--- src/rtl/core/baro_altitude_vario_core_defines.svh ---
// Assertion macros for the barometric altitude and vario core.
// Included by files that check their own logic; needs clk_i and rst_ni in scope.
`ifndef BARO_ALTITUDE_VARIO_CORE_DEFINES_SVH
`define BARO_ALTITUDE_VARIO_CORE_DEFINES_SVH
`ifndef SYNTHESIS
`define BAV_ASSERT(lbl, prop) \
  lbl: assert property (@(posedge clk_i) disable iff (!rst_ni) prop) \
    else $error("assertion failed");
`define BAV_ASSERT_NEXT(lbl, ante, cons) \
  lbl: assert property (@(posedge clk_i) disable iff (!rst_ni) (ante) |=> (cons)) \
    else $error("assertion failed");
`else
`define BAV_ASSERT(lbl, prop)
`define BAV_ASSERT_NEXT(lbl, ante, cons)
`endif
`endif

--- src/rtl/core/bav_pkg.sv ---
// Shared constants, types and the log2 table for the altitude and vario core.
// No dependencies.
package bav_pkg;

  localparam int LOG_TABLE_BITS = 6;
  localparam int TAB_SIZE = (1 << LOG_TABLE_BITS) + 1;
  localparam int REM_W = 30 - LOG_TABLE_BITS;
  localparam int LOG_W = 35;

  localparam int PRESS_W = 25;
  localparam int TIME_W = 32;
  localparam int ALPHA_W = 16;
  localparam int ALT_W = 31;
  localparam int VZ_W = 27;

  localparam int NUM_W = 41;
  localparam int DIV_STEPS = NUM_W;
  localparam int CNT_W = $clog2(DIV_STEPS);

  localparam logic [28:0] ALT_K = 29'd383146387;
  localparam logic signed [63:0] ALT_MIN = -64'sd131072000;
  localparam logic signed [63:0] ALT_MAX = 64'sd786432000;
  localparam logic [25:0] VZ_LIM = 26'd65536000;

  localparam logic [PRESS_W-1:0] REF_RESET = 25'd25939200;
  localparam logic [ALPHA_W-1:0] ALPHA_RESET = 16'd6554;

  typedef enum logic {
    REG_REF   = 1'b0,
    REG_ALPHA = 1'b1
  } reg_idx_e;

  typedef enum logic [3:0] {
    OP_NONE, OP_LOAD, OP_LOGR, OP_LOGP, OP_ALT1, OP_ALT2, OP_SEED,
    OP_EMA1, OP_EMA2, OP_EMA3, OP_DIVI, OP_DIV, OP_FIN
  } op_e;

  typedef struct packed {
    op_e op;
  } cmd_t;

  typedef struct packed {
    logic first;
  } sts_t;

  typedef logic [30:0] log_tab_t [TAB_SIZE];

  // Point k holds log2(1 + k/2^LOG_TABLE_BITS) in Q.30, by repeated squaring.
  function automatic log_tab_t build_log_tab();
    log_tab_t    tab;
    logic [63:0] y;
    logic [30:0] r;
    for (int k = 0; k < TAB_SIZE - 1; k++) begin
      y = (64'd1 << 30) + (64'(k) << REM_W);
      r = '0;
      for (int i = 29; i >= 0; i--) begin
        y = (y * y) >> 30;
        if (y >= (64'd1 << 31)) begin
          y = y >> 1;
          r[i] = 1'b1;
        end
      end
      tab[k] = r;
    end
    tab[TAB_SIZE-1] = 31'd1 << 30;
    return tab;
  endfunction

  localparam log_tab_t LOG_TAB = build_log_tab();

  function automatic logic signed [63:0] sat(input logic signed [63:0] v,
                                             input logic signed [63:0] lo,
                                             input logic signed [63:0] hi);
    return (v < lo) ? lo : ((v > hi) ? hi : v);
  endfunction

endpackage

--- src/rtl/core/bav_ctrl.sv ---
// Sequencer of the altitude and vario core: one operation a cycle unless stalled.
// Depends on bav_pkg.
module bav_ctrl import bav_pkg::*; (
  input  logic clk_i,
  input  logic rst_ni,
  input  logic in_valid_i,
  input  logic out_ready_i,
  input  sts_t sts_i,
  output cmd_t cmd_o,
  output logic in_ready_o,
  output logic out_valid_o
);

  typedef enum logic [11:0] {
    S_IDLE = 12'b000000000001,
    S_LOGR = 12'b000000000010,
    S_LOGP = 12'b000000000100,
    S_ALT1 = 12'b000000001000,
    S_ALT2 = 12'b000000010000,
    S_SEED = 12'b000000100000,
    S_EMA1 = 12'b000001000000,
    S_EMA2 = 12'b000010000000,
    S_EMA3 = 12'b000100000000,
    S_DIVI = 12'b001000000000,
    S_DIV  = 12'b010000000000,
    S_FIN  = 12'b100000000000
  } st_e;

  st_e              state_q, state_d;
  logic [CNT_W-1:0] cnt_q, cnt_d;
  logic             ovld_q, ovld_d;

  always_comb begin
    state_d = state_q;
    cnt_d = cnt_q;
    cmd_o.op = OP_NONE;
    ovld_d = ovld_q && !out_ready_i;
    unique case (state_q)
      S_IDLE: begin
        if (in_valid_i) begin
          cmd_o.op = OP_LOAD;
          state_d = S_LOGR;
        end
      end
      S_LOGR: begin
        cmd_o.op = OP_LOGR;
        state_d = S_LOGP;
      end
      S_LOGP: begin
        cmd_o.op = OP_LOGP;
        state_d = S_ALT1;
      end
      S_ALT1: begin
        cmd_o.op = OP_ALT1;
        state_d = S_ALT2;
      end
      S_ALT2: begin
        cmd_o.op = OP_ALT2;
        state_d = sts_i.first ? S_SEED : S_EMA1;
      end
      S_SEED: begin
        cmd_o.op = OP_SEED;
        state_d = S_IDLE;
      end
      S_EMA1: begin
        cmd_o.op = OP_EMA1;
        state_d = S_EMA2;
      end
      S_EMA2: begin
        cmd_o.op = OP_EMA2;
        state_d = S_EMA3;
      end
      S_EMA3: begin
        cmd_o.op = OP_EMA3;
        state_d = S_DIVI;
      end
      S_DIVI: begin
        cmd_o.op = OP_DIVI;
        cnt_d = '0;
        state_d = S_DIV;
      end
      S_DIV: begin
        cmd_o.op = OP_DIV;
        cnt_d = cnt_q + 1'b1;
        if (cnt_q == CNT_W'(DIV_STEPS - 1)) state_d = S_FIN;
      end
      S_FIN: begin
        if (!ovld_q || out_ready_i) begin
          cmd_o.op = OP_FIN;
          ovld_d = 1'b1;
          state_d = S_IDLE;
        end
      end
      default: state_d = S_IDLE;
    endcase
  end

  assign in_ready_o = (state_q == S_IDLE);
  assign out_valid_o = ovld_q;

  always_ff @(posedge clk_i or negedge rst_ni) begin
    if (!rst_ni) begin
      state_q <= S_IDLE;
      cnt_q <= '0;
      ovld_q <= 1'b0;
    end else begin
      state_q <= state_d;
      cnt_q <= cnt_d;
      ovld_q <= ovld_d;
    end
  end

endmodule

--- config.mk ---
export PLATFORM = sky130hd
export DESIGN_NAME = bav_ctrl
export DESIGN_NICKNAME = d
export VERILOG_FILES = /design/src/rtl/core/baro_altitude_vario_core_defines.svh /design/src/rtl/core/bav_pkg.sv /design/src/rtl/core/bav_ctrl.sv
export SDC_FILE = /design/constraint.sdc
export NUM_CORES = 1
export LEC_CHECK = 0
export ABC_AREA = 1
export BUFFER_PORTS_ARGS = -buffer_cell sky130_fd_sc_hd__buf_2
export CAP_MARGIN = 20
export CORE_ASPECT_RATIO = 1.5
export CORE_MARGIN = 8
export CORE_UTILIZATION = 55
export DETAILED_ROUTE_END_ITERATION = 10
export PLACE_DENSITY = 0.76
export SYNTH_ARGS = -nofsm -noshare
export SYNTH_HDL_FRONTEND = slang
export SYNTH_SLANG_ARGS = --single-unit
--- constraint.sdc ---
create_clock -name clk_i -period 4.2 [get_ports clk_i]
set_clock_uncertainty 0.15 [all_clocks]
set_input_delay 0 -clock clk_i [delete_from_list [all_inputs] [get_ports clk_i]]
set_output_delay 0 -clock clk_i [all_outputs]
set_load 0.1 [all_outputs]
==> results.md, run 1 <==
* Total GRT Usage at 0.1416
* Max Used Layer: met4
* Largest net degree at the start of global routing at 20
* Worst slew pin tran at approximately 0.49 ns
* Post-synth EDFFs at 0
* Register area share after synthesis at 0.4247
* WP buf/inv at 3
* Initial antenna violation count at 0
* Crit Path Category: register to output pin
* RSZ-0062 raised after global routing: false
* Total wire length at 2321 um
* WL met1 at 917 um
* Max_cap viols at 0
* Die area at 3772 um^2
* Share of layout cells above drive strength 1 at 0.2025
* Effective utilization at floorplan at 0.5677
* Final setup violating endpoints at 0
* Fin crit share at 0.5142
* FFs w/ async S/R, synth at 1.000
* Routed length on met2 at 1241 um
* Area post-placement at 1200 um^2
* Ports at 11
* Root Driver: clkbuf_4
* DRC errors left at 0
* Multi-input logic area at 533.0 um^2
* Worst-path clk slew at 0.10 ns
* CTS tree: built
* Fin. Hold Viols at 0
* Detailed Route Iter0 Violations at 26
* Overall Power at between 0.6 and 0.7 mW
* Crit path DAT at 2.01 ns
* Ys Warns at 0
* CP Launch Type: register
* Slew Viols, Final at 0
* 1st-pass router iterations at 4
* Critical path peak fanout at 8
* Synth Flop Type: dfrtp_1
* Number of global-route vias before repair at 957
* Diodes inserted at 0
* GRT Residual Overflow at 0
* Port Buffers at 10
* Drt wl/cell at around 13 um
* Setup_tns at 0 ns
* Synth top area cells: dfrtp_1 40%, inv_1 9.7%, nand2_1 9.7%
* Post-Syn Instances at 145
* Mapped Area at 1122 um^2
* Post-synth cell types at 23
* First-pass GRT wire length at 4181 um
* Required time of the critical path at ~4 ns
* Worst hold path class: primary input to async pin
* Post-Syn Nets at 152
* Sink Count at 19
* Clk buf depth at 2
* Cell mode on critical path: nand2_4
* Register area at 476.7 um^2
* Post CTS Setup Buffer Count at 0
* Final HPWL from detailed placement at approximately 1900 um
* Area growth syn-to-layout at 12.82%
* Fill cells at just under 200
* Max stage delay on crit path at 0.43 ns
* Avg Inst Size Synth at between 7 and 8 um^2
* Flops & latches, synth at 19
* Die width at approximately 53 um
* CP delay by family, top: simple AND/OR/NAND/NOR gates
* TritonCTS Buffers at 3
* H-Tree Depth at 1
* Post-route minimum period at 2.159 ns
* Critical-path top delay cell: buf_2
* Fin area at roughly 1300 um^2
* Yosys top cell area share at 0.4013
* Vias per Instance at 5.022
* Leak at 0.7338 nW
* Standard-cell rows at 20
* Routability cong. at around 0.93
* Crit-path cells: nor2_1, inv_1, nor2_2, nand2_4, nand2_4, inv_2, nand4_1, buf_2
* Largest area contributor in the netlist: dfrtp_1
* Vias at 929
* Worst-Skew Late Latency at 0.29 ns
* Power per cell area at 497.4 nW/um^2
* R2R setup slack at 2.62 ns
* Peak supply drop at 305.8 uV
* Worst relative slew slack at 0.6770
* Area of the core at about 2000 um^2
* Most instantiated cells after synthesis: 29 x inv_1, 29 x nand2_1, 22 x nor2_1
* Status: complete, no violations
* Fmax at 463.1 MHz
* DR WL met3 at 114 um
* Nets at 171
* Chip Height at 71.33 um
* Routed Antenna Nets at 0
* Worst setup EP type: output pin
-- worst paths after layout --
check / start / end / cells past startpoint
worst max register to register: state_q[0] / state_q[0] / 8
worst min-delay path: rst_ni / state_q[1] / 2
min in group clk_i: sts_i / state_q[6] / 3
worst min register to register: cnt_q[0] / cnt_q[0] / 1
worst max-delay path: state_q[9] / cmd_o[1] / 8
max in group asynchronous: rst_ni / state_q[0] / 2
-- logic make-up (layout without fill, tap and decap cells) --
kind of cell    Yosys count  count (layout)  synth area share
compound gates           10              10           0.06131
simple gates             81              81            0.3679
fa+ha+maj                 2               2           0.02229
buf+inv                  30              48            0.1003
xor+xnor                  3               3           0.02342
flops                    19              19            0.4248
-- worst register-to-register path, delay by kind of cell, from the launching register on --
family	cells	cell delay [ns]
compound gates	1	0.27
buf+inv	1	0.07
flops	1	0.56
simple gates	6	0.47
-- stage by stage --
stage / util / hold slack, ns / worst slack (ns) / instances
after floorplan: - / -0.4456 / 1.721 / 145
after global placement: 0.6070 / -0.1931 / 2.378 / 177
after detailed placement: 0.6070 / -0.1900 / 2.365 / 177
after CTS: 0.6405 / 0.02084 / 2.025 / 185
after global routing: 0.6405 / 0.05439 / 1.905 / 185
final: 0.6405 / 0.01660 / 2.041 / 185
-- power breakdown --
part           switching, mW  internal (mW)
sequential            0.0109          0.201
combinational          0.257         0.0699
clock                 0.0539         0.0369
total                  0.322          0.308
-- flip-flops by register name, indices dropped and copies added (netlist names) --
| name | cells |
|---|---|
| cnt_q | 6 |
| out_valid_o | 1 |
| state_q | 12 |
-- timing repair --
item	4_1_cts	5_1_grt
hold endpoints to repair	25	0
hold buffers	4	0
gates resized for setup	0	0
-- routing by layer --
layer | vias to the layer above | global-route usage
met3 | 6 | 0.02484
met5 | - | 0
met2 | 18 | 0.2369
met1 | 426 | 0.1629
met4 | 0 | 0.06936
li1 | 479 | -
-- cells in the final DEF (no fill, tap or decap), types with 2 or more instances in the layout --
| master | n |
|---|---|
| o31ai_2 | 2 |
| o21ai_0 | 4 |
| nand3_2 | 2 |
| nand3_1 | 6 |
| ha_1 | 2 |
| nor2_2 | 5 |
| clkbuf_4 | 3 |
| nand2_4 | 3 |
| o22ai_1 | 3 |
| xor2_1 | 3 |
| nand4_1 | 2 |
| dlygate4sd3_1 | 4 |
| nor3_1 | 4 |
| buf_2 | 10 |
| dfrtp_1 | 18 |
| nand2_2 | 3 |
| nor2_4 | 2 |
| inv_1 | 29 |
| nand2_1 | 29 |
| nor2_1 | 22 |
-- area by class of cell --
class / instances / area share
sequential: 19 / 0.3765
timing repair buffer: 14 / 0.07115
multi-input combinational: 96 / 0.4209
tap: 22 / 0.02174
inverter: 30 / 0.08893
clock buffer: 4 / 0.02075
No activity file was read; power rests on OpenSTA's default activity.
==> inputs of run 2 (changes only) <==
--- a/config.mk
+++ b/config.mk
@@ -10,9 +10,9 @@
 export CAP_MARGIN = 20
 export CORE_ASPECT_RATIO = 1.5
 export CORE_MARGIN = 8
-export CORE_UTILIZATION = 55
+export CORE_UTILIZATION = 51
 export DETAILED_ROUTE_END_ITERATION = 10
-export PLACE_DENSITY = 0.76
+export PLACE_DENSITY = 0.74
 export SYNTH_ARGS = -nofsm -noshare
 export SYNTH_HDL_FRONTEND = slang
 export SYNTH_SLANG_ARGS = --single-unit
==> constraint.sdc (replaced) <==
create_clock -name clk_i -period 1.86 [get_ports clk_i]
set_clock_uncertainty 0.15 [all_clocks]
set_input_delay 0 -clock clk_i [delete_from_list [all_inputs] [get_ports clk_i]]
set_output_delay 0 -clock clk_i [all_outputs]
set_load 0.1 [all_outputs]
==> run 2 against run 1 <==
  * The flow now finishes with violations (negative setup slack)
  * Critical endpoint is now cmd_o[2]
  * Non-clock buffer count up 14
  * First-iteration DRC count grew 54%
  * Critical path depth fell by 1
  * Power rose to 2.8 times the previous value
  * Sequential share of layout area shrank 6.9 points
  * Worst hold slack gained 0.0033 ns
  * Worst setup slack worse by 2.1 ns
  * Combinational power grew to 3.3 times the previous value
  * Register-to-register slack got worse by 2.4 ns
  * Routed wire length grew 16%
  * Sequential power up 130%
  * Die area up 5.7%
==> results.md, run 2 (synthesis results as in run 1) <==
* Status: complete, but fails checks (was complete, no violations)
* Violated checks: negative setup slack
* Worst relative slew slack at 0.6786 (was 0.6770)
* Most common cell after layout, fill and taps aside: inv_1
* Slew Viols, Final at 0 (unchanged)
* Post-route minimum period at 1.939 ns
* Reg with most FFs: state_q (unchanged)
* Diodes inserted at 0 (unchanged)
* Crit-path cells: nor2_2, nand2_4, nor2_8, nand2_2, or2_4, nand2_4, buf_12 (was nor2_1, inv_1, nor2_2, nand2_4, nand2_4, inv_2, nand4_1, buf_2)
* Root Driver: clkbuf_4 (unchanged)
* Chip Height at 73.46 um (was 71.33 um)
* Vias per Instance at 5.125 (was 5.022)
* Highest-count cells in the layout ignoring fill and taps: 28 x inv_1, 22 x nand2_1, 18 x dfrtp_1 (was 29 x inv_1, 29 x nand2_1, 22 x nor2_1)
* Share of layout cells above drive strength 1 at 0.3559 (was 0.2025)
* GRT Residual Overflow at 0 (unchanged)
* Met2 Usage GRT at 0.2558 (was 0.2369)
* Final HPWL from detailed placement at 1824 um (was 1894 um)
* Detailed Route Iter0 Violations at 40 (was 26)
* Die area at 3989 um^2 (was 3772 um^2)
* GR Util met3 at 0.02834 (was 0.02484)
* Effective utilization at floorplan at 0.5209 (was 0.5677)
* Ports at 11 (unchanged)
* Worst setup EP type: output pin (unchanged)
* Layer with the highest usage: met2 (unchanged)
* Leak at 0.8299 nW (was 0.7338 nW)
* Fin crit share at 1.042
* Routability cong. at 0.8076 (was 0.9308)
* CP startpoint: state_q[3] (was state_q[9])
* Required time of the critical path at 1.71 ns (was 4.05 ns)
* Worst-Skew Late Latency at 0.30 ns (was 0.29 ns)
* Routed Antenna Nets at 0 (unchanged)
* Die width at 54.30 um (was 52.89 um)
* RSZ-0062 raised after global routing: true (was false)
* Worst setup margin at -0.07890 ns (was 2.041 ns)
* Clk buf depth at 2 (unchanged)
* CP Launch Type: register (unchanged)
* Largest register FFs at 12 (unchanged)
* Nets at 185 (was 171)
* Final setup violating endpoints at 4 (was 0)
* Worst-path clk slew at 0.11 ns (was 0.10 ns)
* Critical path peak fanout at 6 (was 8)
* Fmax at a little over 500 MHz
* Max stage delay on crit path at 0.42 ns (was 0.43 ns)
* Cell mode on critical path: nand2_4 (unchanged)
* Reg2reg end: state_q[0] (unchanged)
* 1st-pass router iterations at 4 (unchanged)
* CTS tree: built (unchanged)
* Met1 Use GR at 0.1416 (was 0.1629)
* Vias at 1025 (was 929)
* Area of the core at 2155 um^2 (was 1977 um^2)
* Total wire length at 2695 um (was 2321 um)
* R2R setup slack at 0.19 ns (was 2.62 ns)
* Crit Path Category: register to output pin (unchanged)
* Reg2Reg Launch Point: state_q[0] (unchanged)
* Area growth syn-to-layout at 38.24% (was 12.82%)
* Number of global-route vias before repair at 1047 (was 957)
* Total GRT Usage at 0.1417 (was 0.1416)
* Reg2reg path depth at 10 (was 8)
* Peak supply drop at 830.9 uV (was 305.8 uV)
* H-Tree Depth at 1 (unchanged)
* Crit path DAT at 1.79 ns (was 2.01 ns)
* Sink Count at 19 (unchanged)
* Largest net degree at the start of global routing at 20 (unchanged)
* Max_cap viols at 0 (unchanged)
* Drt wl/cell at 13.48 um (was 12.55 um)
* Fin util at 0.7201 (was 0.6405)
* Worst slew pin tran at 0.4855 ns (was 0.4879 ns)
* TritonCTS Buffers at 3 (unchanged)
* DRC errors left at 0 (unchanged)
* Worst hold path class: primary input to async pin (unchanged)
* Critical-path top delay cell: dfrtp_1 (was buf_2)
* Initial antenna violation count at 0 (unchanged)
* Worst hold slack at 0.01989 ns (was 0.01660 ns)
* Fin. Hold Viols at 0 (unchanged)
* Standard-cell rows at 21 (was 20)
* First-pass GRT wire length at 4257 um (was 4181 um)
* Port Buffers at 10 (unchanged)
* Power per cell area at 1140 nW/um^2 (was 497.4 nW/um^2)
==> run 2: changes by cell type in the layout (fill, tap and decap cells not counted), sizes merged <==
cell	delta
clkinvlp	+1
inv	-1
buf	+14
==> run 2: per-stage QoR <==
stage | area (um^2) | power, mW | instances | setup WS [ns] | TNS, ns
after global routing | 1551 | 1.857 | 200 | -0.1573 | -0.5602
after CTS | 1479 | 1.715 | 194 | -0.04497 | -0.09245
after detailed placement | 1295 | 1.397 | 178 | 0.1733 | 0
final | 1551 | 1.769 | 200 | -0.07890 | -0.2445
after global placement | 1295 | 1.389 | 178 | 0.1812 | 0
after floorplan | 1141 | 1.133 | 145 | -0.1653 | -0.3252
==> run 2: cell type report <==
cell class / count / area [um^2]
fill: 154 / 603.1
tap: 23 / 28.78
inverter: 30 / 116.4
timing repair buffer: 28 / 270.3
sequential: 19 / 476.7
clock buffer: 4 / 26.28
multi-input combinational: 96 / 633.1
==> run 2: how the worst max path moves through the flow <==
stage	to	cells after the start
after CTS	cmd_o[1]	8
after floorplan	cmd_o[1]	7
after global routing	cmd_o[3]	7
after detailed placement	cmd_o[0]	8
after global placement	cmd_o[0]	8
final	cmd_o[2]	7
==> run 2: repair_timing <==
item                                    CTS  global route
endpoints found under the hold margin    25             0
endpoints found under the setup margin    4             4
hold buffers                              4             0
cloned                                    0             0
setup buffers                             8             6
pin swaps                                 6             6
resized for setup                        17             4
==> run 2: critical path, delay by kind of cell, from the launching register on <==
kind / cells / cell delay [ns]
DFF: 1 / 0.42
and+or+nand+nor: 6 / 0.90
buffers and inverters: 1 / 0.17
==> run 2: per-layer routing <==
metal / vias up / routed length (um) / part of all wire
met5: - / 0 / 0
met4: 0 / 99 / 0.037
met3: 13 / 118 / 0.044
met2: 30 / 1472 / 0.55
met1: 472 / 1004 / 0.37
li1: 510 / - / -
==> run 2: power breakdown <==
group          internal, mW  switching (mW)
registers             0.455          0.0355
clock network        0.0836           0.127
logic                 0.386           0.682
